==> src/hdl/hciod_pkg.sv <==
// package for the partial-address i/o port decoder
// holds transaction types, op codes, register indexes and decode constants
// no dependencies
package hciod_pkg;

   localparam int unsigned ROWS = 8;

   localparam logic [2:0] OP_IO_READ  = 3'd0;
   localparam logic [2:0] OP_IO_WRITE = 3'd1;
   localparam logic [2:0] OP_KEY_ROW  = 3'd2;
   localparam logic [2:0] OP_PAD_ROW  = 3'd3;
   localparam logic [2:0] OP_JOYSTICK = 3'd4;

   localparam logic [7:0] CSR_EAR_ENABLE   = 8'd0;
   localparam logic [7:0] CSR_SOUND_ENABLE = 8'd1;

   localparam logic [7:0] KEY_HIGH_EAR  = 8'hFE;
   localparam logic [7:0] FLOATING_BUS  = 8'hA0;
   localparam logic [7:0] ROW_IDLE      = 8'hFF;
   localparam int unsigned EAR_BIT      = 6;

   typedef struct packed {
      logic [2:0] op;
      logic [7:0] port_low;
      logic [7:0] port_high;
      logic [7:0] data_byte;
      logic [2:0] row_index;
      logic       ear_level;
   } req_payload_type;

   typedef struct packed {
      logic [7:0] read_data;
      logic       read_from_sound_chip;
      logic       sound_reg_select;
      logic       sound_reg_write;
      logic [2:0] border_color;
      logic       speaker_level;
      logic       mic_level;
      logic [2:0] bank_select;
      logic [1:0] rom_select;
      logic       video_page;
      logic       paging_locked;
      logic       special_mode;
   } rsp_payload_type;

endpackage

==> src/hdl/home_computer_io_port_decoder.sv <==
// top level of the partial-address i/o port decoder
// depends on hciod_pkg for transaction types, op codes and constants
//
// Decodes CPU i/o reads and writes by partial address and keeps the keyboard
// matrices, joystick byte, border/speaker/mic latches and paging latches.
// Every request transaction gives exactly one response transaction. A request
// passes the input register, then the result register; one transaction is
// taken every cycle while rsp_stall is low, and an item may be accepted while
// a finished result still waits. Latch fields in a response show the values
// after that transaction. CSR writes are taken at any time (csr_ready is
// always high) and are meant to happen only while the block is idle.
module home_computer_io_port_decoder (
   input  logic                     clock,
   input  logic                     reset,
   input  logic                     req_valid,
   output logic                     req_stall,
   input  hciod_pkg::req_payload_type req_payload,
   output logic                     rsp_valid,
   input  logic                     rsp_stall,
   output hciod_pkg::rsp_payload_type rsp_payload,
   input  logic                     csr_valid,
   output logic                     csr_ready,
   input  logic [7:0]               csr_index,
   input  logic                     csr_data
);
   import hciod_pkg::*;

   logic            in_valid_ff, in_valid_in;
   req_payload_type in_ff;
   logic            out_valid_ff, out_valid_in;
   rsp_payload_type out_ff, out_in;
   logic            advance;

   logic            ear_enable_ff, ear_enable_in;
   logic            sound_enable_ff, sound_enable_in;
   logic [7:0]      key_rows_ff [ROWS];
   logic [7:0]      key_rows_in [ROWS];
   logic [7:0]      pad_rows_ff [ROWS];
   logic [7:0]      pad_rows_in [ROWS];
   logic [7:0]      joystick_ff, joystick_in;
   logic [2:0]      border_ff, border_in;
   logic            speaker_ff, speaker_in;
   logic            mic_ff, mic_in;
   logic [2:0]      bank_ff, bank_in;
   logic            rom_latch_ff, rom_latch_in;
   logic            rom_second_ff, rom_second_in;
   logic            video_ff, video_in;
   logic            lock_ff, lock_in;
   logic            mode_ff, mode_in;

   logic [7:0]      key_value;

   assign advance   = in_valid_ff & (~out_valid_ff | ~rsp_stall);
   assign req_stall = in_valid_ff & ~advance;
   assign csr_ready = 1'b1;
   assign rsp_valid = out_valid_ff;
   assign rsp_payload = out_ff;

   // handshake
   always_comb begin
      in_valid_in = in_valid_ff;
      if (~req_stall) begin
         in_valid_in = req_valid;
      end
      out_valid_in = out_valid_ff;
      if (advance) begin
         out_valid_in = 1'b1;
      end else if (~rsp_stall) begin
         out_valid_in = 1'b0;
      end
   end

   // configuration
   always_comb begin
      ear_enable_in   = ear_enable_ff;
      sound_enable_in = sound_enable_ff;
      if (csr_valid & csr_ready) begin
         if (csr_index == CSR_EAR_ENABLE) begin
            ear_enable_in = csr_data;
         end
         if (csr_index == CSR_SOUND_ENABLE) begin
            sound_enable_in = csr_data;
         end
      end
   end

   // keyboard read: and together all rows selected by a low high-address bit
   always_comb begin
      key_value = ROW_IDLE;
      if (ear_enable_ff && in_ff.port_high == KEY_HIGH_EAR) begin
         key_value[EAR_BIT] = in_ff.ear_level;
      end
      for (int i = 0; i < ROWS; i++) begin
         if (!in_ff.port_high[i]) begin
            key_value = key_value & key_rows_ff[i] & pad_rows_ff[i];
         end
      end
   end

   // decode and state update
   always_comb begin
      key_rows_in   = key_rows_ff;
      pad_rows_in   = pad_rows_ff;
      joystick_in   = joystick_ff;
      border_in     = border_ff;
      speaker_in    = speaker_ff;
      mic_in        = mic_ff;
      bank_in       = bank_ff;
      rom_latch_in  = rom_latch_ff;
      rom_second_in = rom_second_ff;
      video_in      = video_ff;
      lock_in       = lock_ff;
      mode_in       = mode_ff;
      out_in        = '0;

      unique case (in_ff.op)
         OP_IO_READ: begin
            priority if (!in_ff.port_low[0]) begin
               out_in.read_data = key_value;
            end else if (in_ff.port_low[7:5] == 3'b000) begin
               out_in.read_data = joystick_ff;
            end else if (sound_enable_ff && in_ff.port_high[7:6] == 2'b11
                         && !in_ff.port_low[1]) begin
               out_in.read_from_sound_chip = 1'b1;
            end else begin
               out_in.read_data = FLOATING_BUS;
            end
         end
         OP_IO_WRITE: begin
            if (!in_ff.port_low[0]) begin
               border_in  = in_ff.data_byte[2:0];
               speaker_in = in_ff.data_byte[4];
               mic_in     = in_ff.data_byte[3];
            end
            if (!in_ff.port_low[1]) begin
               if (sound_enable_ff && in_ff.port_high[7]) begin
                  out_in.sound_reg_select = in_ff.port_high[6];
                  out_in.sound_reg_write  = ~in_ff.port_high[6];
               end
               if (in_ff.port_high[7:6] == 2'b01) begin
                  lock_in      = in_ff.data_byte[5];
                  rom_latch_in = in_ff.data_byte[4];
                  video_in     = in_ff.data_byte[3];
                  bank_in      = in_ff.data_byte[2:0];
               end
               if (in_ff.port_high[7:4] == 4'b0001) begin
                  mode_in       = in_ff.data_byte[0];
                  rom_second_in = in_ff.data_byte[2];
               end
            end
         end
         OP_KEY_ROW: begin
            key_rows_in[in_ff.row_index] = in_ff.data_byte;
         end
         OP_PAD_ROW: begin
            pad_rows_in[in_ff.row_index] = in_ff.data_byte;
         end
         OP_JOYSTICK: begin
            joystick_in = in_ff.data_byte;
         end
         default: begin
         end
      endcase

      out_in.border_color  = border_in;
      out_in.speaker_level = speaker_in;
      out_in.mic_level     = mic_in;
      out_in.bank_select   = bank_in;
      out_in.rom_select    = {rom_second_in, rom_latch_in};
      out_in.video_page    = video_in;
      out_in.paging_locked = lock_in;
      out_in.special_mode  = mode_in;
   end

   always_ff @(posedge clock) begin
      if (~req_stall) begin
         in_ff <= req_payload;
      end
      if (advance) begin
         out_ff <= out_in;
      end
      if (reset) begin
         in_valid_ff     <= 1'b0;
         out_valid_ff    <= 1'b0;
         ear_enable_ff   <= 1'b1;
         sound_enable_ff <= 1'b1;
         for (int i = 0; i < ROWS; i++) begin
            key_rows_ff[i] <= ROW_IDLE;
            pad_rows_ff[i] <= ROW_IDLE;
         end
         joystick_ff   <= '0;
         border_ff     <= '0;
         speaker_ff    <= 1'b0;
         mic_ff        <= 1'b0;
         bank_ff       <= '0;
         rom_latch_ff  <= 1'b0;
         rom_second_ff <= 1'b0;
         video_ff      <= 1'b0;
         lock_ff       <= 1'b0;
         mode_ff       <= 1'b0;
      end else begin
         in_valid_ff     <= in_valid_in;
         out_valid_ff    <= out_valid_in;
         ear_enable_ff   <= ear_enable_in;
         sound_enable_ff <= sound_enable_in;
         if (advance) begin
            key_rows_ff   <= key_rows_in;
            pad_rows_ff   <= pad_rows_in;
            joystick_ff   <= joystick_in;
            border_ff     <= border_in;
            speaker_ff    <= speaker_in;
            mic_ff        <= mic_in;
            bank_ff       <= bank_in;
            rom_latch_ff  <= rom_latch_in;
            rom_second_ff <= rom_second_in;
            video_ff      <= video_in;
            lock_ff       <= lock_in;
            mode_ff       <= mode_in;
         end
      end
   end

endmodule

==> config.mk <==
export PLATFORM = sky130hd
export DESIGN_NAME = home_computer_io_port_decoder
export DESIGN_NICKNAME = d
export VERILOG_FILES = /design/src/hdl/hciod_pkg.sv /design/src/hdl/home_computer_io_port_decoder.sv
export SDC_FILE = /design/constraint.sdc
export NUM_CORES = 1
export LEC_CHECK = 0
export ABC_AREA = 1
export ABC_CLOCK_PERIOD_IN_PS = 1700
export BUFFER_PORTS_ARGS = -buffer_cell sky130_fd_sc_hd__buf_2
export CAP_MARGIN = 20
export CORE_MARGIN = 5
export CORE_UTILIZATION = 30
export CTS_CLUSTER_DIAMETER = 150
export DETAILED_ROUTE_END_ITERATION = 12
export SYNTH_ARGS = -nofsm -noshare
export SYNTH_HDL_FRONTEND = slang
export SYNTH_SLANG_ARGS = --single-unit
==> constraint.sdc <==
create_clock -name clock -period 1.7 [get_ports clock]
set_clock_uncertainty 0.1 [all_clocks]
set_input_delay 0.085 -clock clock [delete_from_list [all_inputs] [get_ports clock]]
set_output_delay 0.085 -clock clock [all_outputs]
set_load 0.05 [all_outputs]
==> impl_metrics.csv, run 1 <==
group,metric,value,unit
layout,multiInputGateArea,3450,um2
power,irDropWorstVdd,0.646,mV
clocking,cts_sinks,205,
critical_path,worst-path-buf-inv,3,
power,p_total,11.3,mW
placement,port_buffers,67,
timing,drv_slew,0,
job,max-cap-violations,0,
hold_path,hp-class,"input port to flip-flop",
global_route,antenna_found_initial,0,
detailed_routing,wl_per_cell,15.6,um
critical_path,crit_fanout,8,
timing,min_period,1.67,ns
critical_path,path_cells,"buf_4, nor4_4, buf_6, clkbuf_16, nand2_4, nand2_1, nand3_1",
detailed_routing,drtIter0Drc,670,
yosys,yosysWarnings,0,
clocking,cts_tree,"done",
yosys,synthesis.nets,1093,
yosys,async_flop_share,0,%
critical_path,cp-end-kind,"flip-flop",
layout,fill_cells,2782,
critical_path,cp-startpoint,"in_ff[30]",
yosys,ys_top_cells_by_area,"dfxtp_1 36%, edfxtp_1 19%, nand3_1 16%",
floorplan,die-area,31400,um2
yosys,synth.yosys.seq_area_share,55.1,%
critical_path,cp_slowest_cell,"edfxtp_1",
floorplan,core-area,27700,um2
timing,hold_viol_final,0,
timing,fmax,599,MHz
placement,place.gp.congestion,0.832,
hold_path,hold_start,"req_payload[21]",
timing,hold_slack,0.183,ns
critical_path,startpoint_type,"flip-flop",
clocking,htreeDepth,1,
detailed_routing,avgViaCountPerCell,4.78,
floorplan,die_h,177,um
detailed_routing,dr.pass1.iters,5,
timing,grt_setup_unrepaired,"true",
global_route,grt_first_pass_wirelength,38.0,mm
clocking,cts_buffers,24,
detailed_routing,vias,7632,
global_route,first_global_vias,6954,
critical_path,cp_data_arrival_time,1.96,ns
floorplan,io_pins,72,
yosys,synth_top_cells_by_count,"312 x nand2_1, 276 x nand3_1, 153 x dfxtp_1",
floorplan,start_util,30.3,%
yosys,yosysMostFrequentCell,"nand2_1",
timing,final-setup-viol-count,0,
detailed_routing,totalWireLength,24.9,mm
yosys,ys_ff_latch,205,
detailed_routing,drtAntennaViolNets,0,
timing,setup_ws,0.0292,ns
placement,place_ws,-0.0305,ns
layout,drive_gt1_share,18.5,%
yosys,synthCells,1048,
yosys,synth-main-ff-cell,"dfxtp_1",
placement,dp.cells,1502,
placement,hpwl,16.1,mm
yosys,synth_edf_count,52,
layout,final_util,40.0,%
critical_path,timing.rr.start,"in_ff[30]",
layout,register_area,4630,um2
detailed_routing,drc,0,
floorplan,row_count,61,
clocking,clk_latency,0.51,ns
clocking,clock-root-buffer,"clkbuf_16",
floorplan,die_w,177,um
critical_path,crit_family,"buffers and inverters",
layout,layout.cells.non_filler,1595,
yosys,yosysUniqueCellTypes,27,
timing,min_period_over_period,98.3,%
layout,antennaDiodeCount,0,
outcome,status,"finished clean",
power,p_per_area,1020,nW/um2
clocking,clk_transition_reported_paths,0.06,ns
critical_path,slowest_delay,0.38,ns
global_route,grt_max_degree,33,
power,power.leakage,5.48,nW
global_route,grt.total_usage,15.1,%
yosys,synth_top_cell_by_area,"dfxtp_1",
critical_path,cp.required,1.99,ns
critical_path,crit_type,"flip-flop to flip-flop",
layout,fin_nets,1244,
layout,area_growth,31.9,%
yosys,yosysTopAreaCellShare,36.5,%
global_route,grt_overflow,0,
clocking,cts_max_path_buffers,3,
yosys,avgSynthCellArea,8.01,um2
yosys,syn_area,8390,um2
==> placed cells by master (no fill, tap or decap), types with 2 or more instances in the layout <==
| cell type | instances |
|---|---|
| inv_6 | 2 |
| clkinv_1 | 2 |
| nand2_2 | 9 |
| o21ai_1 | 3 |
| inv_2 | 3 |
| buf_12 | 9 |
| nor2_4 | 2 |
| nand3_2 | 2 |
| buf_4 | 61 |
| inv_1 | 42 |
| nand2_4 | 9 |
| o21ai_0 | 24 |
| nand3_1 | 274 |
| dlygate4sd3_1 | 38 |
| buf_2 | 67 |
| nor2_1 | 57 |
| nand2_1 | 299 |
| bufinv_16 | 2 |
| clkbuf_16 | 29 |
| nand4_1 | 4 |
| edfxtp_1 | 52 |
| clkbuf_8 | 2 |
| a21oi_1 | 33 |
| buf_8 | 3 |
| clkbuf_1 | 7 |
| dfxtp_1 | 152 |
| nor3_4 | 6 |
| buf_6 | 5 |
| clkinv_2 | 5 |
| nor3_2 | 4 |
==> through the flow <==
step	setup TNS [ns]	instance area (um2)
after floorplan	-3.85	8420
after global placement	-0.0101	9610
after detailed placement	-0.195	9610
after CTS	-0.0242	10800
after global routing	-0.107	11100
final	0	11100
==> per-layer routing <==
layer	vias up	GRT usage, %	part of all wire (%)
li1	3805	-	-
met1	3549	21.3	45
met2	231	24.3	46
met3	47	2.22	6.5
met4	0	4.00	2.7
met5	-	0	0
==> power by group <==
group	total [mW]	switching, mW	internal (mW)
clock network	5.15	1.98	3.18
logic	0.930	0.611	0.319
registers	5.19	0.0668	5.12
==> worst register-to-register path, cell delays in order (launching register included) <==
cell,delay [ns]
edfxtp_1,0.38
buf_4,0.16
nor4_4,0.27
buf_6,0.18
clkbuf_16,0.20
nand2_4,0.10
nand2_1,0.08
nand3_1,0.07
==> final timing paths <==
path	slack, ns	depth (start not counted)	end
worst max-delay path	0.03	7	key_rows_ff[31]
worst min-delay path	0.18	2	in_ff[21]
worst max register to register	0.03	7	key_rows_ff[31]
worst min register to register	0.35	2	key_rows_ff[43]
==> kinds of logic after synthesis <==
family,Yosys count,synth area share [%]
compound gates,61,3.67
buf+inv,109,5.23
flops,205,55.1
other cells,1,0.0447
simple gates,672,36.0
==> state kept, by name, indices dropped and copies added (netlist names), 3 cells and up <==
register,flops
rsp_payload,24
in_ff,28
joystick_ff,8
bank_ff,3
key_rows_ff,64
pad_rows_ff,64
border_ff,3
==> final cells by class <==
| cell class | instances | share of cell area (%) |
|---|---|---|
| Clock buffer | 35 | 6.36 |
| Clock inverter | 9 | 0.870 |
| Inverter | 48 | 1.72 |
| Multi-Input combinational cell | 734 | 31.2 |
| Sequential cell | 205 | 41.8 |
| Tap cell | 378 | 4.27 |
| Timing Repair Buffer | 186 | 13.8 |
==> timing repair <==
action,CTS,global route
buffers inserted,0,8
pin swaps,0,5
cloned,0,3
hold buffers,39,0
gates resized for setup,5,36
endpoints found under the hold margin,45,0
setup endpoints to repair,21,156
(Power assumes the default switching activity.)
==> run 2: changes to the inputs <==
- CORE_UTILIZATION: 30 -> 53
- CTS_BUF_LIST: unset -> sky130_fd_sc_hd__clkbuf_16
- PLACE_DENSITY: unset -> 0.75
==> run 2 against run 1 <==
Net effect: sequential power about the same; flip-flop and latch count unchanged; die area down 41%; via count up 2.0%; global-route usage up 11 points; critical path type unchanged; highest routed layer unchanged.
==> impl_metrics.csv, run 2 (synthesis results as in run 1) <==
group,metric,value,unit
timing,drv_slew,0,
global_route,grt_max_degree,47,
layout,fin_nets,1233,
floorplan,io_pins,72,
hold_path,hp-class,"input port to flip-flop",
critical_path,crit_fanout,10,
timing,fmax,596,MHz
placement,place.gp.congestion,0.911,
power,irDropWorstVdd,0.919,mV
clocking,cts_tree,"done",
detailed_routing,totalWireLength,24.2,mm
layout,antennaDiodeCount,0,
detailed_routing,vias,7788,
detailed_routing,wl_per_cell,17.1,um
timing,hold_viol_final,0,
layout,area_growth,25.8,%
floorplan,die_h,136,um
timing,grt_setup_unrepaired,"true",
critical_path,cp.required,2.05,ns
placement,dp.cells,1332,
timing,setup_ws,0.0218,ns
timing,min_period,1.68,ns
critical_path,cp_data_arrival_time,2.03,ns
floorplan,die-area,18500,um2
power,p_total,10.5,mW
clocking,cts_sinks,205,
placement,place_ws,-0.0252,ns
global_route,grt_overflow,0,
critical_path,crit_type,"flip-flop to flip-flop",
floorplan,row_count,46,
power,p_per_area,996,nW/um2
clocking,cts_buffers,22,
clocking,clock-root-buffer,"clkbuf_16",
detailed_routing,dr.pass1.iters,5,
clocking,htreeDepth,1,
clocking,clk_latency,0.51,ns
layout,layout_common_cells,"299 x nand2_1, 275 x nand3_1, 152 x dfxtp_1",
layout,fill_cells,1207,
power,power.leakage,5.36,nW
floorplan,die_w,136,um
critical_path,r2r_slack,0.02,ns
outcome,status,"finished clean",
timing,min_period_over_period,98.7,%
critical_path,startpoint_type,"flip-flop",
floorplan,core-area,15700,um2
detailed_routing,avgViaCountPerCell,5.49,
timing,final-setup-viol-count,0,
floorplan,start_util,53.4,%
hold_path,worstHoldPathCells,2,
critical_path,endpoint,"key_rows_ff[59]",
layout,layout.cells.non_filler,1418,
critical_path,rr_worst_depth,8,
clocking,clk_transition_reported_paths,0.06,ns
global_route,grt.total_usage,25.8,%
layout,drive_gt1_share,17.1,%
layout,top_regs,"key_rows_ff (64), pad_rows_ff (64), in_ff (28)",
critical_path,timing.rr.start,"rsp_valid",
clocking,cts_max_path_buffers,3,
detailed_routing,drtIter0Drc,943,
global_route,first_global_vias,7395,
critical_path,r2r-end,"key_rows_ff[59]",
detailed_routing,drc,0,
layout,final_common_cell,"nand2_1",
global_route,antenna_found_initial,0,
critical_path,cp-end-kind,"flip-flop",
critical_path,cp-startpoint,"rsp_valid",
placement,port_buffers,67,
global_route,grt_first_pass_wirelength,38.0,mm
placement,hpwl,14.5,mm
timing,setup_tns,0,ns
detailed_routing,drtAntennaViolNets,0,
job,max-cap-violations,0,
## run 2: how the worst min path moves through the flow
stage | slack [ns] | endpoint | from
final | 0.18 | in_ff[10] | req_payload[10]
after global routing | 0.18 | in_ff[5] | req_payload[5]
after CTS | 0.17 | in_ff[14] | req_payload[14]
after detailed placement | 0.16 | in_ff[7] | req_payload[7]
after global placement | 0.16 | in_ff[1] | req_payload[1]
after floorplan | 0.08 | in_ff[0] | req_payload[0]
## run 2: what timing repair did
action	in CTS	in global routing
hold buffers	39	0
buffers inserted	0	8
resized for setup	12	18
hold endpoints to repair	42	0
pin swaps	1	3
endpoints found under the setup margin	57	155
cloned	0	2
## run 2: power breakdown
| part | switching, mW | internal [mW] | total (mW) |
|---|---|---|---|
| combinational | 0.617 | 0.291 | 0.909 |
| sequential | 0.0627 | 5.12 | 5.18 |
| clock | 1.91 | 2.51 | 4.42 |
## run 2: cell type report
cell class                 count  area [um2]  area share [%]
clock inverter                16         110            1.04
tap                          216         270            2.56
timing repair buffer         177        1370            13.0
sequential                   205        4630            43.8
inverter                      48         191            1.81
multi-input combinational    734        3430            32.5
clock buffer                  22         551            5.22
## run 2: critical path, stage by stage (launching register included)
cell and delay (ns):
dfxtp_4 0.36, nand2_4 0.09, nand2_4 0.09, nor4_4 0.29, buf_6 0.17, buf_6 0.18, buf_4 0.16, nand3_1 0.08
nand3_1 0.10
## run 2: routing by layer
metal / part of all wire, % / track usage [%] / up-vias
met5: 0 / 0 / -
li1: - / - / 3758
met2: 48 / 41.3 / 352
met3: 8.0 / 4.00 / 84
met4: 4.6 / 10.5 / 0
met1: 40 / 35.2 / 3594
## run 2: stage by stage
step	util (%)	instance area, um2	hold WS [ns]
after floorplan	-	8420	0.0839
after global placement	59.2	9300	0.161
after detailed placement	59.2	9300	0.163
after CTS	66.1	10400	0.166
after global routing	67.2	10600	0.180
final	67.2	10600	0.181
